File: config.mk
export PLATFORM = sky130hd
export DESIGN_NAME = packet_port_dispatcher
export DESIGN_NICKNAME = d
export VERILOG_FILES = /design/src/design/ppd_pkg.sv /design/src/design/ppd_ram.sv /design/src/design/ppd_tables.sv /design/src/design/packet_port_dispatcher.sv
export SDC_FILE = /design/constraint.sdc
export NUM_CORES = 1
export LEC_CHECK = 0
export BUFFER_PORTS_ARGS = -buffer_cell sky130_fd_sc_hd__buf_2
export CORE_MARGIN = 4
export CORE_UTILIZATION = 43
export CTS_CLUSTER_SIZE = 40
export DETAILED_ROUTE_END_ITERATION = 8
export SLEW_MARGIN = 20
export SYNTH_ARGS = -nofsm -noshare
export SYNTH_HDL_FRONTEND = slang
export SYNTH_SLANG_ARGS = --single-unit
File: constraint.sdc
create_clock -name aclk -period 13.5 [get_ports aclk]
set_input_delay 2.7 -clock aclk [delete_from_list [all_inputs] [get_ports aclk]]
set_output_delay 2.7 -clock aclk [all_outputs]
set_load 0.01 [all_outputs]
File: src/design/ppd_pkg.sv
// shared types and constants of the packet port dispatcher
`default_nettype none

package ppd_pkg;

    localparam int IDX_W      = 4;
    localparam int CNT_W      = 5;
    localparam int PORT_W     = 16;
    localparam int TYPE_W     = 8;
    localparam int IN_DATA_W  = 64;
    localparam int IN_USER_W  = 5;
    localparam int OUT_DATA_W = 24;

    localparam logic [7:0]        UNASSIGNED_ADDR = 8'hFF;
    localparam logic [PORT_W-1:0] DYN_PORT_BASE   = 16'hF000;

    typedef enum logic [2:0] {
        ACT_CLASSIFY = 3'd0,
        ACT_ASSIGN   = 3'd1,
        ACT_WR_REQ   = 3'd2,
        ACT_WR_SVC   = 3'd3,
        ACT_WR_ICMP  = 3'd4
    } action_t;

    localparam logic [1:0] KIND_UDP  = 2'd0;
    localparam logic [1:0] KIND_ICMP = 2'd1;

    localparam logic [1:0] DST_FREE = 2'd0;
    localparam logic [1:0] DST_REQ  = 2'd1;
    localparam logic [1:0] DST_SVC  = 2'd2;
    localparam logic [1:0] DST_ICMP = 2'd3;

    typedef enum logic [1:0] {
        TBL_REQ  = 2'd0,
        TBL_SVC  = 2'd1,
        TBL_ICMP = 2'd2
    } tbl_t;

    typedef struct packed {
        logic              active;
        logic [PORT_W-1:0] next_port;
        logic [PORT_W-1:0] range_end;
        logic [PORT_W-1:0] range_begin;
    } req_entry_t;

    typedef struct packed {
        logic             en;
        tbl_t             tbl;
        logic [IDX_W-1:0] idx;
    } rd_req_t;

    typedef struct packed {
        logic              en;
        tbl_t              tbl;
        logic [IDX_W-1:0]  idx;
        req_entry_t        req;
        logic [PORT_W-1:0] svc_port;
        logic [TYPE_W-1:0] msg_type;
        logic              vld;
    } wr_req_t;

    typedef struct packed {
        req_entry_t        req;
        logic              req_vld;
        logic [PORT_W-1:0] svc_port;
        logic              svc_vld;
        logic [TYPE_W-1:0] msg_type;
        logic              icmp_vld;
    } rd_rsp_t;

    typedef struct packed {
        logic              ok;
        logic [PORT_W-1:0] sport;
        logic [IDX_W-1:0]  idx;
        logic [1:0]        dst;
    } result_t;

endpackage

`default_nettype wire

File: src/design/ppd_ram.sv
// generic simple dual-port ram with registered read
`default_nettype none

module ppd_ram #(
    parameter int WIDTH = 16,
    parameter int DEPTH = 16,
    localparam int AW = (DEPTH > 1) ? $clog2(DEPTH) : 1
) (
    input  wire logic             aclk,
    input  wire logic             we,
    input  wire logic [AW-1:0]    waddr,
    input  wire logic [WIDTH-1:0] wdata,
    input  wire logic             re,
    input  wire logic [AW-1:0]    raddr,
    output logic      [WIDTH-1:0] rdata
);

    logic [WIDTH-1:0] mem [DEPTH];

    always_ff @(posedge aclk) begin
        if (we) begin
            mem[waddr] <= wdata;
        end
        if (re) begin
            rdata <= mem[raddr];
        end
    end

endmodule

`default_nettype wire

File: src/design/ppd_tables.sv
// requester, service and icmp handler tables with their valid marks
`default_nettype none

module ppd_tables #(
    parameter int REQUESTERS    = 8,
    parameter int SERVICES      = 16,
    parameter int ICMP_HANDLERS = 8
) (
    input  wire logic             aclk,
    input  wire logic             aresetn,
    input  wire ppd_pkg::rd_req_t rd_req,
    input  wire ppd_pkg::wr_req_t wr_req,
    output ppd_pkg::rd_rsp_t      rd_rsp
);

    localparam int RQ_AW = (REQUESTERS > 1) ? $clog2(REQUESTERS) : 1;
    localparam int SV_AW = (SERVICES > 1) ? $clog2(SERVICES) : 1;
    localparam int IC_AW = (ICMP_HANDLERS > 1) ? $clog2(ICMP_HANDLERS) : 1;
    localparam int RQ_W  = $bits(ppd_pkg::req_entry_t);

    logic                       rq_re, rq_we, sv_re, sv_we, ic_re, ic_we;
    logic [RQ_AW-1:0]           rq_raddr, rq_waddr;
    logic [SV_AW-1:0]           sv_raddr, sv_waddr;
    logic [IC_AW-1:0]           ic_raddr, ic_waddr;
    logic [RQ_W-1:0]            rq_rdata;
    logic [ppd_pkg::PORT_W-1:0] sv_rdata;
    logic [ppd_pkg::TYPE_W-1:0] ic_rdata;

    logic [REQUESTERS-1:0]    req_vld_reg;
    logic [SERVICES-1:0]      svc_vld_reg;
    logic [ICMP_HANDLERS-1:0] icmp_vld_reg;
    logic                     rq_vld_q, sv_vld_q, ic_vld_q;

    assign rq_re = rd_req.en && (rd_req.tbl == ppd_pkg::TBL_REQ);
    assign sv_re = rd_req.en && (rd_req.tbl == ppd_pkg::TBL_SVC);
    assign ic_re = rd_req.en && (rd_req.tbl == ppd_pkg::TBL_ICMP);
    assign rq_we = wr_req.en && (wr_req.tbl == ppd_pkg::TBL_REQ);
    assign sv_we = wr_req.en && (wr_req.tbl == ppd_pkg::TBL_SVC);
    assign ic_we = wr_req.en && (wr_req.tbl == ppd_pkg::TBL_ICMP);

    assign rq_raddr = rd_req.idx[RQ_AW-1:0];
    assign sv_raddr = rd_req.idx[SV_AW-1:0];
    assign ic_raddr = rd_req.idx[IC_AW-1:0];
    assign rq_waddr = wr_req.idx[RQ_AW-1:0];
    assign sv_waddr = wr_req.idx[SV_AW-1:0];
    assign ic_waddr = wr_req.idx[IC_AW-1:0];

    ppd_ram #(.WIDTH(RQ_W), .DEPTH(REQUESTERS)) u_req_ram (
        .aclk  (aclk),
        .we    (rq_we),
        .waddr (rq_waddr),
        .wdata (wr_req.req),
        .re    (rq_re),
        .raddr (rq_raddr),
        .rdata (rq_rdata)
    );

    ppd_ram #(.WIDTH(ppd_pkg::PORT_W), .DEPTH(SERVICES)) u_svc_ram (
        .aclk  (aclk),
        .we    (sv_we),
        .waddr (sv_waddr),
        .wdata (wr_req.svc_port),
        .re    (sv_re),
        .raddr (sv_raddr),
        .rdata (sv_rdata)
    );

    ppd_ram #(.WIDTH(ppd_pkg::TYPE_W), .DEPTH(ICMP_HANDLERS)) u_icmp_ram (
        .aclk  (aclk),
        .we    (ic_we),
        .waddr (ic_waddr),
        .wdata (wr_req.msg_type),
        .re    (ic_re),
        .raddr (ic_raddr),
        .rdata (ic_rdata)
    );

    always_ff @(posedge aclk) begin
        if (!aresetn) begin
            req_vld_reg  <= '0;
            svc_vld_reg  <= '0;
            icmp_vld_reg <= '0;
        end else begin
            if (rq_we) begin
                req_vld_reg[rq_waddr] <= wr_req.vld;
            end
            if (sv_we) begin
                svc_vld_reg[sv_waddr] <= wr_req.vld;
            end
            if (ic_we) begin
                icmp_vld_reg[ic_waddr] <= wr_req.vld;
            end
        end
    end

    // valid marks read alongside the ram data
    always_ff @(posedge aclk) begin
        if (rq_re) begin
            rq_vld_q <= req_vld_reg[rq_raddr];
        end
        if (sv_re) begin
            sv_vld_q <= svc_vld_reg[sv_raddr];
        end
        if (ic_re) begin
            ic_vld_q <= icmp_vld_reg[ic_raddr];
        end
    end

    always_comb begin
        rd_rsp.req      = ppd_pkg::req_entry_t'(rq_rdata);
        rd_rsp.req_vld  = rq_vld_q;
        rd_rsp.svc_port = sv_rdata;
        rd_rsp.svc_vld  = sv_vld_q;
        rd_rsp.msg_type = ic_rdata;
        rd_rsp.icmp_vld = ic_vld_q;
    end

endmodule

`default_nettype wire

File: src/design/packet_port_dispatcher.sv
// packet port dispatcher top level: sequencer, item and result registers
// one item at a time: writes go decode then done, assign goes decode, assign, done
// classify scans one table entry per cycle through a single table read port:
// it ends at the first hit or after the last entry, and is skipped when not needed
// the next item can be taken as soon as a result enters the output register
// reset clears all valid marks at once and sets node_address to 255; no clearing pass
`default_nettype none

module packet_port_dispatcher #(
    parameter int REQUESTERS    = 8,
    parameter int SERVICES      = 16,
    parameter int ICMP_HANDLERS = 8
) (
    input  wire logic        aclk,
    input  wire logic        aresetn,
    input  wire logic        s_tvalid,
    output logic             s_tready,
    // dst_port, message_type, entry_index, range_begin, range_end, entry_active,
    // entry_valid, zero fill
    input  wire logic [ppd_pkg::IN_DATA_W-1:0] s_tdata,
    // action, packet_kind
    input  wire logic [ppd_pkg::IN_USER_W-1:0] s_tuser,
    output logic             m_tvalid,
    input  wire logic        m_tready,
    // destination, dest_index, source_port, ok, zero fill
    output logic      [ppd_pkg::OUT_DATA_W-1:0] m_tdata,
    input  wire logic        cfg_valid,
    output logic             cfg_ready,
    input  wire logic [7:0]  cfg_data
);

    localparam int CW = ppd_pkg::CNT_W;
    localparam logic [CW-1:0] RQ_CNT = CW'(REQUESTERS);
    localparam logic [CW-1:0] SV_CNT = CW'(SERVICES);
    localparam logic [CW-1:0] IC_CNT = CW'(ICMP_HANDLERS);

    typedef enum logic [4:0] {
        ST_IDLE   = 5'b00001,
        ST_DECODE = 5'b00010,
        ST_SCAN   = 5'b00100,
        ST_ASSIGN = 5'b01000,
        ST_DONE   = 5'b10000
    } state_t;

    state_t state_reg, state_next;

    ppd_pkg::action_t               act_reg;
    logic [1:0]                     kind_reg;
    logic [ppd_pkg::PORT_W-1:0]     port_reg, rb_reg, re_reg;
    logic [ppd_pkg::TYPE_W-1:0]     mtype_reg;
    logic [ppd_pkg::IDX_W-1:0]      ei_reg;
    logic                           eact_reg, evld_reg;
    logic [7:0]                     node_reg;

    ppd_pkg::result_t               res_reg, res_next;
    logic [CW-1:0]                  cnt_reg, cnt_next, limit_reg, limit_next;
    logic                           pend_reg, pend_next;
    logic [ppd_pkg::IDX_W-1:0]      pidx_reg, pidx_next;
    ppd_pkg::tbl_t                  tbl_reg, tbl_next;
    logic                           m_tvalid_reg;
    logic [ppd_pkg::OUT_DATA_W-1:0] m_tdata_reg;
    logic                           out_load;

    ppd_pkg::rd_req_t               rd_req;
    ppd_pkg::wr_req_t               wr_req;
    ppd_pkg::rd_rsp_t               rd_rsp;

    logic                           in_xfer;
    logic                           req_hit, svc_hit, icmp_hit, tbl_hit;
    logic [ppd_pkg::PORT_W-1:0]     port_inc;

    ppd_tables #(
        .REQUESTERS    (REQUESTERS),
        .SERVICES      (SERVICES),
        .ICMP_HANDLERS (ICMP_HANDLERS)
    ) u_tables (
        .aclk    (aclk),
        .aresetn (aresetn),
        .rd_req  (rd_req),
        .wr_req  (wr_req),
        .rd_rsp  (rd_rsp)
    );

    assign s_tready  = (state_reg == ST_IDLE);
    assign in_xfer   = s_tvalid && s_tready;
    assign cfg_ready = 1'b1;
    assign m_tvalid  = m_tvalid_reg;
    assign m_tdata   = m_tdata_reg;

    assign req_hit  = rd_rsp.req_vld && (port_reg >= rd_rsp.req.range_begin)
                      && (port_reg < rd_rsp.req.range_end);
    assign svc_hit  = rd_rsp.svc_vld && (rd_rsp.svc_port == port_reg);
    assign icmp_hit = rd_rsp.icmp_vld && (rd_rsp.msg_type == mtype_reg);
    assign port_inc = rd_rsp.req.next_port + 16'd1;

    always_comb begin
        unique case (tbl_reg)
            ppd_pkg::TBL_REQ:  tbl_hit = req_hit;
            ppd_pkg::TBL_SVC:  tbl_hit = svc_hit;
            ppd_pkg::TBL_ICMP: tbl_hit = icmp_hit;
            default:           tbl_hit = 1'b0;
        endcase
    end

    always_comb begin
        state_next = state_reg;
        res_next   = res_reg;
        cnt_next   = cnt_reg;
        limit_next = limit_reg;
        pend_next  = pend_reg;
        pidx_next  = pidx_reg;
        tbl_next   = tbl_reg;
        rd_req     = '0;
        wr_req     = '0;
        out_load   = 1'b0;
        unique case (state_reg)
            ST_IDLE: begin
                if (in_xfer) begin
                    state_next = ST_DECODE;
                end
            end
            ST_DECODE: begin
                res_next   = '0;
                state_next = ST_DONE;
                unique case (act_reg)
                    ppd_pkg::ACT_CLASSIFY: begin
                        cnt_next  = '0;
                        pend_next = 1'b0;
                        if ((node_reg != ppd_pkg::UNASSIGNED_ADDR)
                            && (kind_reg == ppd_pkg::KIND_UDP)) begin
                            state_next = ST_SCAN;
                            if (port_reg >= ppd_pkg::DYN_PORT_BASE) begin
                                tbl_next   = ppd_pkg::TBL_REQ;
                                limit_next = RQ_CNT;
                            end else begin
                                tbl_next   = ppd_pkg::TBL_SVC;
                                limit_next = SV_CNT;
                            end
                        end else if (kind_reg == ppd_pkg::KIND_ICMP) begin
                            state_next = ST_SCAN;
                            tbl_next   = ppd_pkg::TBL_ICMP;
                            limit_next = IC_CNT;
                        end
                    end
                    ppd_pkg::ACT_ASSIGN: begin
                        if ({1'b0, ei_reg} < RQ_CNT) begin
                            rd_req.en  = 1'b1;
                            rd_req.tbl = ppd_pkg::TBL_REQ;
                            rd_req.idx = ei_reg;
                            state_next = ST_ASSIGN;
                        end
                    end
                    ppd_pkg::ACT_WR_REQ: begin
                        if ({1'b0, ei_reg} < RQ_CNT) begin
                            wr_req.en                  = 1'b1;
                            wr_req.tbl                 = ppd_pkg::TBL_REQ;
                            wr_req.idx                 = ei_reg;
                            wr_req.req.active          = eact_reg;
                            wr_req.req.next_port       = rb_reg;
                            wr_req.req.range_end       = re_reg;
                            wr_req.req.range_begin     = rb_reg;
                            wr_req.vld                 = evld_reg;
                            res_next.ok                = 1'b1;
                        end
                    end
                    ppd_pkg::ACT_WR_SVC: begin
                        if ({1'b0, ei_reg} < SV_CNT) begin
                            wr_req.en       = 1'b1;
                            wr_req.tbl      = ppd_pkg::TBL_SVC;
                            wr_req.idx      = ei_reg;
                            wr_req.svc_port = port_reg;
                            wr_req.vld      = evld_reg;
                            res_next.ok     = 1'b1;
                        end
                    end
                    ppd_pkg::ACT_WR_ICMP: begin
                        if ({1'b0, ei_reg} < IC_CNT) begin
                            wr_req.en       = 1'b1;
                            wr_req.tbl      = ppd_pkg::TBL_ICMP;
                            wr_req.idx      = ei_reg;
                            wr_req.msg_type = mtype_reg;
                            wr_req.vld      = evld_reg;
                            res_next.ok     = 1'b1;
                        end
                    end
                    default: begin
                    end
                endcase
            end
            ST_ASSIGN: begin
                state_next = ST_DONE;
                // read-modify-write of the next port, valid mark kept
                if (rd_rsp.req_vld) begin
                    res_next.ok          = 1'b1;
                    res_next.sport       = rd_rsp.req.next_port;
                    wr_req.en            = 1'b1;
                    wr_req.tbl           = ppd_pkg::TBL_REQ;
                    wr_req.idx           = ei_reg;
                    wr_req.req           = rd_rsp.req;
                    wr_req.req.next_port = (port_inc == rd_rsp.req.range_end)
                                           ? rd_rsp.req.range_begin : port_inc;
                    wr_req.vld           = 1'b1;
                end
            end
            ST_SCAN: begin
                if (pend_reg && tbl_hit) begin
                    state_next = ST_DONE;
                    unique case (tbl_reg)
                        ppd_pkg::TBL_REQ: begin
                            if (rd_rsp.req.active) begin
                                res_next.dst = ppd_pkg::DST_REQ;
                                res_next.idx = pidx_reg;
                            end
                        end
                        ppd_pkg::TBL_SVC: begin
                            res_next.dst = ppd_pkg::DST_SVC;
                            res_next.idx = pidx_reg;
                        end
                        ppd_pkg::TBL_ICMP: begin
                            res_next.dst = ppd_pkg::DST_ICMP;
                            res_next.idx = pidx_reg;
                        end
                        default: begin
                        end
                    endcase
                end else if (cnt_reg < limit_reg) begin
                    rd_req.en  = 1'b1;
                    rd_req.tbl = tbl_reg;
                    rd_req.idx = cnt_reg[ppd_pkg::IDX_W-1:0];
                    pend_next  = 1'b1;
                    pidx_next  = cnt_reg[ppd_pkg::IDX_W-1:0];
                    cnt_next   = cnt_reg + CW'(1);
                end else begin
                    state_next = ST_DONE;
                end
            end
            ST_DONE: begin
                if (!m_tvalid_reg || m_tready) begin
                    out_load   = 1'b1;
                    state_next = ST_IDLE;
                end
            end
            default: begin
                state_next = ST_IDLE;
            end
        endcase
    end

    always_ff @(posedge aclk) begin
        if (!aresetn) begin
            state_reg    <= ST_IDLE;
            m_tvalid_reg <= 1'b0;
            node_reg     <= ppd_pkg::UNASSIGNED_ADDR;
            cnt_reg      <= '0;
            pend_reg     <= 1'b0;
        end else begin
            state_reg <= state_next;
            cnt_reg   <= cnt_next;
            pend_reg  <= pend_next;
            if (out_load) begin
                m_tvalid_reg <= 1'b1;
            end else if (m_tready) begin
                m_tvalid_reg <= 1'b0;
            end
            if (cfg_valid && cfg_ready) begin
                node_reg <= cfg_data;
            end
        end
    end

    always_ff @(posedge aclk) begin
        if (in_xfer) begin
            act_reg   <= ppd_pkg::action_t'(s_tuser[2:0]);
            kind_reg  <= s_tuser[4:3];
            port_reg  <= s_tdata[15:0];
            mtype_reg <= s_tdata[23:16];
            ei_reg    <= s_tdata[27:24];
            rb_reg    <= s_tdata[43:28];
            re_reg    <= s_tdata[59:44];
            eact_reg  <= s_tdata[60];
            evld_reg  <= s_tdata[61];
        end
        res_reg   <= res_next;
        limit_reg <= limit_next;
        pidx_reg  <= pidx_next;
        tbl_reg   <= tbl_next;
        if (out_load) begin
            m_tdata_reg <= {1'b0, res_reg.ok, res_reg.sport, res_reg.idx, res_reg.dst};
        end
    end

    a_free_idx_zero: assert property (@(posedge aclk) disable iff (!aresetn)
        m_tvalid && (m_tdata[1:0] == ppd_pkg::DST_FREE) |-> (m_tdata[5:2] == 4'd0))
        else $error("free-list result with nonzero index");

    a_ok_not_classify: assert property (@(posedge aclk) disable iff (!aresetn)
        m_tvalid && m_tdata[22] |-> (m_tdata[1:0] == ppd_pkg::DST_FREE))
        else $error("ok set on a delivery result");

    a_port_needs_ok: assert property (@(posedge aclk) disable iff (!aresetn)
        m_tvalid && (m_tdata[21:6] != 16'd0) |-> m_tdata[22])
        else $error("source port given without ok");

    a_scan_in_table: assert property (@(posedge aclk) disable iff (!aresetn)
        (state_reg == ST_SCAN) && pend_reg |-> ({1'b0, pidx_reg} < limit_reg))
        else $error("scan index beyond table");

    a_one_item: assert property (@(posedge aclk) disable iff (!aresetn)
        in_xfer |=> !s_tready)
        else $error("second item taken while one is in work");

endmodule

`default_nettype wire
Word level (Yosys, flattened, before mapping)

Memories as Yosys holds them, arrays and structs flattened. A register that Yosys moved wholly into a read port is not among the register bits.
Cells that the tools add are included.

Memories: 3
Register bits after elaboration: 179
Output and inout bits: 27
Memory bits (writable): 712

Memory list:

| memory                  | words | width | rd ports | clocked after Yosys merged registers in | write ports | RTL line      | RTL |
|---|---|---|---|---|---|---|---|
| u_tables.u_req_ram.mem  | 8     | 49    | 1        | 1                                       | 1           | ppd_ram.sv:18 | `logic [WIDTH-1:0] mem [DEPTH];` |
| u_tables.u_svc_ram.mem  | 16    | 16    | 1        | 1                                       | 1           | ppd_ram.sv:18 |  |
| u_tables.u_icmp_ram.mem | 8     | 8     | 1        | 1                                       | 1           | ppd_ram.sv:18 |  |

Eq/ne operators: 30
Multiplexer cells: 75
Bitwise operators: 1
Reductions and logical operators: 33
Magnitude comparators: 11
$add $sub $neg: 2

Operators by type and width:

| operator                                                   | count |
|---|---|
| two-way mux 56 bit                                         | 2 |
| case mux 56 bit (2 select lines)                           | 1 |
| two-way mux 5 bit                                          | 13 |
| two-way mux 49 bit                                         | 1 |
| two-way mux 7 bit                                          | 5 |
| case mux 17 bit (2 select lines)                           | 1 |
| equality test 16 bit                                       | 2 |
| two-way mux 16 bit                                         | 2 |
| case mux 5 bit (5 select lines)                            | 1 |
| two-way mux 24 bit                                         | 1 |
| two-way mux 1 bit                                          | 22 |
| case mux 7 bit (3 select lines)                            | 1 |
| case mux 5 bit (2 select lines)                            | 2 |
| case mux 6 bit (3 select lines)                            | 1 |
| two-way mux 17 bit                                         | 1 |
| adder 16 x 1 -> 16 bit (second input constant)             | 1 |
| bitwise mux 16 bit                                         | 1 |
| bitwise mux 8 bit                                          | 2 |
| greater-or-equal comparator 16 bit                         | 1 |
| greater-or-equal comparator 16 bit (second input constant) | 1 |
| < comparator 16 bit                                        | 1 |
| logical AND 1 bit                                          | 15 |
| case mux 7 bit (2 select lines)                            | 1 |
| two-way mux 6 bit                                          | 2 |
| other kinds (44)                                           | 71 |

Depth between registers and ports, before layout

Depth after elaboration: 10
Gate-level depth with buffers: 16
Depth with buffers taken out: 12

By module

A second synthesis with hierarchy kept.

Cells, all modules: 2033
Area, all modules: 38599.5 um^2

Modules (own cells, without submodules):

| module                        | times used | cells each | area an instance (um^2) |
|---|---|---|---|
| ppd_ram (u_tables.u_req_ram)  | 1          | 628        | 16233.1 |
| ppd_ram (u_tables.u_svc_ram)  | 1          | 432        | 10202.3 |
| packet_port_dispatcher        | 1          | 668        | 7498.4 |
| ppd_ram (u_tables.u_icmp_ram) | 1          | 114        | 2771.4 |
| ppd_tables                    | 1          | 191        | 1894.3 |

Worst setup path after synthesis

OpenSTA, ideal clock, no wires.

Kind: flip-flop to flip-flop
From: reg state_reg[3]
To: reg u_tables.req_vld_reg[4]
Library setup time: 120 ps
Clock period less this slack: 7429 ps
Stages on the path, launching flop included: 11
Data arrival time: 7310 ps
Path slack: 6071 ps
Path buffers: 2
Cells stage by stage: dfxtp_1 -> nor3_1 -> nand2_1 -> or2_1 -> clkbuf_1 -> or3_1 -> clkbuf_1 -> nand3_1 -> nor4b_1 -> mux2i_1 -> nor2b_1

Cells in the longest elaborated chain, start to end: 7
Elaborated cells between the ends (all ways): 12
Those cells by class: 2 x order compare; 2 x eq/ne; 5 x mux; 3 x reduce/logical

Ends and longest elaborated chain:

| element                                                                                                         | RTL line                      | RTL |
|---|---|---|
| from (decl)                                                                                                     | packet_port_dispatcher.sv:45  | `state_t state_reg, state_next;` |
| from (signal assigned)                                                                                          | packet_port_dispatcher.sv:257 | `state_reg <= state_next;` |
| equality test 5 x 4 -> 1 bit or equality test 5 x 2 -> 1 bit (tied branches)                                    | packet_port_dispatcher.sv:116 | `unique case (state_reg)` |
| case mux 56 bit (2 select lines)                                                                                | packet_port_dispatcher.sv:116 |  |
| < comparator 3 x 4 -> 1 bit (not written as such) or greater-or-equal comparator 3 x 1 -> 1 bit (tied branches) | ppd_tables.sv:85              | `req_vld_reg[rq_waddr] <= wr_req.vld;` |
| logical AND 1 bit (not written as such)                                                                         | ppd_tables.sv:85              |  |
| two-way mux 1 bit (not written as such)                                                                         | ppd_tables.sv:85              |  |
| demux 1 bit (select 3 bit)                                                                                      | -                             |  |
| bitwise mux 8 bit                                                                                               | ppd_tables.sv:85              |  |
| to (signal, indexed assignment)                                                                                 | ppd_tables.sv:85              |  |
| to (decl)                                                                                                       | ppd_tables.sv:29              | `logic [REQUESTERS-1:0] req_vld_reg;` |

Parallel ways exist; a longest one is shown, timed or not.
A chain may end at the register's enable or synchronous reset.

Worst setup path in the final report

From: reg port_reg[13] in the netlist's numbering
To: reg u_tables.u_svc_ram.rdata[6] (read register of u_tables.u_svc_ram.mem) (data pin)

Cells in the longest elaborated chain, start to end: 9
Elaborated cells between the ends (all ways): 12
Those cells by class: 2 x order compare; 2 x eq/ne; 3 x mux; 5 x reduce/logical

Ends and longest elaborated chain:

| element                             | RTL line                      | RTL |
|---|---|---|
| from (decl)                         | packet_port_dispatcher.sv:49  | `logic [ppd_pkg::PORT_W-1:0] port_reg, rb_reg, re_reg;` |
| from (signal assigned)              | packet_port_dispatcher.sv:275 | `port_reg <= s_tdata[15:0];` |
| greater-or-equal comparator 16 bit  | packet_port_dispatcher.sv:90  | `assign req_hit = rd_rsp.req_vld && (port_reg >= rd_rsp.req.range_begin)` |
| logical AND 1 bit                   | packet_port_dispatcher.sv:90  |  |
| logical AND 1 bit                   | packet_port_dispatcher.sv:91  | `&& (port_reg < rd_rsp.req.range_end);` |
| case mux 1 bit (3 select lines) (*) | packet_port_dispatcher.sv:97  | `unique case (tbl_reg)` |
| logical AND 1 bit (*)               | packet_port_dispatcher.sv:206 | `if (pend_reg && tbl_hit) begin` |
| two-way mux 7 bit (*)               | packet_port_dispatcher.sv:206 |  |
| case mux 7 bit (2 select lines) (*) | packet_port_dispatcher.sv:116 |  |
| equality test 2 x 1 -> 1 bit        | ppd_tables.sv:35              | `assign sv_re = rd_req.en && (rd_req.tbl == ppd_pkg::TBL_SVC);` |
| logical AND 1 bit                   | ppd_tables.sv:35              |  |
| to (decl)                           | ppd_ram.sv:15                 | `output logic [WIDTH-1:0] rdata` |

Mark *: on every way between the ends. The rest lies on a longest branch, timed or not.

==> insert_results.sql <==
INSERT INTO impl_metrics (metric_group, metric, value, unit) VALUES
('pwr', 'clock_power_share', '44.5', '%'),
('synthesis', 'synthesis.nets', '3071', ''),
('finish', 'n_antenna_cell', '0', ''),
('finish', 'top_register', 'u_tables.u_req_ram.mem', ''),
('timing', 'final.period_utilization', '46.73', '%'),
('drt', 'drt_iter0_markers', '2280', ''),
('synthesis', 'synth.area.top_cells', 'sky130_fd_sc_hd__edfxtp_1 70%, sky130_fd_sc_hd__nand2_1 6.9%, sky130_fd_sc_hd__dfxtp_1 2.7%', ''),
('setup_path', 'critical_path.endpoint', 'u_tables.u_svc_ram.rdata[6]', ''),
('floorplan', 'die_y', '309.0', 'µm'),
('drt', 'drt-pass1-iter-count', '5', ''),
('synthesis', 'synth.ff_latch_count', '960', ''),
('clock_tree', 'cts.sinks', '960', ''),
('floorplan', 'die-width', '309.0', 'µm'),
('timing', 'final_max_slew_viol_count', '0', ''),
('setup_path', 'critical_path.n_buffers_inverters', '2', ''),
('clock_tree', 'cts_tree', 'done', ''),
('drt', 'drc_errors', '0', ''),
('pwr', 'seqPwrFrac', '54.5', '%'),
('timing', 'max_clock_freq', '158.5', 'MHz'),
('synthesis', 'async_flop_share', '0', '%'),
('hold_path', 'min_path_type', 'flop to flop', ''),
('place', 'place.port_buffers', '104', ''),
('setup_path', 'cp-startpoint', 'port_reg[13]', ''),
('global_routing', 'antenna_found_initial', '0', ''),
('timing', 'tightest_slew', '1.355', 'ns'),
('timing', 'tns', '0', 'ns'),
('pwr', 'finalPower', '5.993', 'mW'),
('outcome', 'outcome', 'finished, final reports clean', ''),
('synthesis', 'ys_types', '70', ''),
('setup_path', 'worstSetupEndpointType', 'flop', ''),
('drt', 'post_drt_wl_per_cell', '23.04', 'µm'),
('global_routing', 'grt_max_degree', '207', ''),
('clock_tree', 'cts-htree-levels', '3', ''),
('global_routing', 'gr-usage-all-layers', '20.29', '%'),
('pwr', 'sw_frac_of_total', '19.44', '%'),
('global_routing', 'global_route_wire_length_before_repair', '145800', 'µm'),
('timing', 'final_setup_vio_count', '0', ''),
('clock_tree', 'cts_root_buffer', 'sky130_fd_sc_hd__clkbuf_16', ''),
('finish', 'layout-drive-gt1-share', '11.06', '%'),
('floorplan', 'fp.dieArea', '95490', 'µm²'),
('clock_tree', 'clock_latency_on_the_worst_skew_pair', '0.65', 'ns'),
('drt', 'postRouteWirelength', '98760', 'µm'),
('setup_path', 'r2r_path_end', 'u_tables.u_svc_ram.rdata[6]', ''),
('setup_path', 'r2r_start', 'port_reg[13]', ''),
('setup_path', 'crit_cells', '13', ''),
('setup_path', 'timing.critical_path.from_type', 'flop', ''),
('global_routing', 'number_of_global_route_vias_before_repair', '23660', ''),
('pwr', 'logic_gate_share_of_total_power', '1.0', '%'),
('setup_path', 'timing_worst_setup_path_type', 'flop to flop', ''),
('synthesis', 'yosys.area.top_type', 'sky130_fd_sc_hd__edfxtp_1', ''),
('setup_path', 'crit_path_frequent_cell', 'sky130_fd_sc_hd__nand2_1', ''),
('drt', 'route.vias.total', '24150', ''),
('synthesis', 'synth_enable_flop_cells', '908', ''),
('setup_path', 'crit_slowest_cell', 'sky130_fd_sc_hd__and3_4', ''),
('clock_tree', 'cts.reportedPaths.clkPinSlew', '0.06', 'ns'),
('timing', 'fin_crit', '6.308', 'ns'),
('setup_path', 'rrSetupSlack', '7.19', 'ns'),
('clock_tree', 'holdBufCountCts', '0', ''),
('synthesis', 'synth_warnings', '0', ''),
('floorplan', 'placement_rows', '110', ''),
('setup_path', 'timing.critical_path.max_delay_family', 'compound AO/OA/AOI/OAI gates', ''),
('setup_path', 'crit_chain', 'ha_1 -> nand2_1 -> nor4_1 -> nand2_1 -> a31oi_1 -> a2111o_1 -> and3_4 -> buf_6 -> buf_4 -> a21oi_1 -> a32oi_1 -> o22ai_1 -> nor3_1', ''),
('flow_run', 'timing.max_cap.violations', '0', ''),
('timing', 'setup_repair_after_global_routing_missed_its_margin', 'false', ''),
('synthesis', 'main_synth_ff_type', 'sky130_fd_sc_hd__edfxtp_1', ''),
('global_routing', 'overflow_left_after_global_routing', '0', ''),
('clock_tree', 'cts.repair.resized', '0', ''),
('floorplan', 'design.core.area', '90010', 'µm²'),
('setup_path', 'critPathRequiredTime', '14.00', 'ns'),
('synthesis', 'mapped_cells', '2950', ''),
('place', 'dp_hpwl', '55200', 'µm');
==> cell type report <==
type	count	area, µm²	share of cell area [%]
sequential	960	28310	64.45
multi-input combinational	1778	9925	22.60
clock buffer	123	2630	5.988
tap	1176	1471	3.350
timing repair buffer	154	915.9	2.085
clock inverter	55	524.3	1.194
inverter	40	150.1	0.3418
==> per-stage QoR <==
| step | std cells | setup slack [ns] | hold WS (ns) | utilization, % | cell area [µm²] |
|---|---|---|---|---|---|
| after global placement | 4108 | 7.073 | 0.4079 | 45.26 | 40740 |
| after detailed placement | 4108 | 7.001 | 0.4045 | 45.26 | 40740 |
| after global routing | 4286 | 6.861 | 0.4276 | 48.80 | 43920 |
| after CTS | 4286 | 6.953 | 0.4189 | 48.77 | 43900 |
| after floorplan | 2950 | 6.071 | 0.4003 | - | 38960 |
| final | 4286 | 7.192 | 0.4175 | 48.80 | 43920 |
==> layer usage <==
| layer | track usage (%) | wire length [µm] |
|---|---|---|
| met1 | 28.13 | 42880 |
| met2 | 32.80 | 46540 |
| met3 | 3.457 | 6449 |
| met4 | 6.759 | 2895 |
| met5 | 0 | 0 |
==> cell usage after synthesis, types with 4 or more instances <==
library cell and n:
sky130_fd_sc_hd__xor2_1 21, sky130_fd_sc_hd__nand3_1 197, sky130_fd_sc_hd__nand4_1 9, sky130_fd_sc_hd__a32oi_1 45, sky130_fd_sc_hd__nand2b_1 10, sky130_fd_sc_hd__mux2i_1 50, sky130_fd_sc_hd__a22o_1 10, sky130_fd_sc_hd__o31ai_1 70
sky130_fd_sc_hd__nor3_1 14, sky130_fd_sc_hd__buf_1 27, sky130_fd_sc_hd__buf_4 6, sky130_fd_sc_hd__ha_1 39, sky130_fd_sc_hd__a21oi_1 88, sky130_fd_sc_hd__nor4_1 12, sky130_fd_sc_hd__inv_1 40, sky130_fd_sc_hd__nand2_1 719
sky130_fd_sc_hd__and2_1 52, sky130_fd_sc_hd__a21boi_0 23, sky130_fd_sc_hd__a211oi_1 7, sky130_fd_sc_hd__o22ai_1 26, sky130_fd_sc_hd__nor2b_1 20, sky130_fd_sc_hd__dfxtp_1 52, sky130_fd_sc_hd__o211ai_1 4, sky130_fd_sc_hd__a221oi_1 5
sky130_fd_sc_hd__o21a_1 4, sky130_fd_sc_hd__or3_1 11, sky130_fd_sc_hd__a21o_1 7, sky130_fd_sc_hd__clkbuf_1 67, sky130_fd_sc_hd__buf_6 5, sky130_fd_sc_hd__nor2_1 62, sky130_fd_sc_hd__buf_2 67, sky130_fd_sc_hd__xnor2_1 33
sky130_fd_sc_hd__edfxtp_1 908, sky130_fd_sc_hd__and3_1 130, sky130_fd_sc_hd__nand3b_1 4, sky130_fd_sc_hd__o21ai_0 62
==> worst min path at each step <==
stage / startpoint / end / slack [ns] / cells past startpoint
2_1_floorplan: res_reg[0] / m_tdata[0] / 0.40 / 0
4_1_cts: res_reg[2] / m_tdata[2] / 0.42 / 0
3_5_place_dp: res_reg[2] / m_tdata[2] / 0.40 / 0
5_1_grt: res_reg[17] / m_tdata[17] / 0.43 / 0
3_3_place_gp: res_reg[19] / m_tdata[19] / 0.41 / 0
6_report: res_reg[2] / m_tdata[2] / 0.42 / 0
==> cell families (layout without fill, tap and decap cells) <==
family                   Yosys count  after routing  share of synthesized area (%)
AO/OA/AOI/OAI                    376            376                          6.532
XOR/XNOR                          54             54                          1.214
adder cells (fa/ha/maj)           39             39                          1.252
buffers and inverters            212            372                          2.412
flip-flops                       960            960                          72.65
multiplexers                      51             51                          1.313
other                              2              2                        0.01928
AND/OR/NAND/NOR                 1256           1256                          14.61
==> layout by cell type (no fill, tap or decap), types with 33 or more instances in the layout <==
master / instances
sky130_fd_sc_hd__edfxtp_1: 908
sky130_fd_sc_hd__nand2_1: 718
sky130_fd_sc_hd__nand3_1: 196
sky130_fd_sc_hd__and3_1: 129
sky130_fd_sc_hd__buf_2: 104
sky130_fd_sc_hd__clkbuf_16: 101
sky130_fd_sc_hd__a21oi_1: 88
sky130_fd_sc_hd__o31ai_1: 68
sky130_fd_sc_hd__o21ai_0: 62
sky130_fd_sc_hd__dfxtp_1: 52
sky130_fd_sc_hd__and2_1: 51
sky130_fd_sc_hd__mux2i_1: 50
sky130_fd_sc_hd__nor2_1: 49
sky130_fd_sc_hd__buf_4: 47
sky130_fd_sc_hd__a32oi_1: 45
sky130_fd_sc_hd__inv_1: 40
sky130_fd_sc_hd__ha_1: 39
sky130_fd_sc_hd__xnor2_1: 33
==> power by group through the flow <==
stage               clock [mW]  combinational (mW)  sequential, mW
global route              2.85              0.0695            3.26
global placement             0              0.0608            3.33
CTS                       2.72              0.0631            3.26
finish                    2.67              0.0621            3.26
floorplan                    0              0.0354            3.31
detailed placement           0              0.0627            3.33
Note: power is estimated with default switching activity, not from simulation.
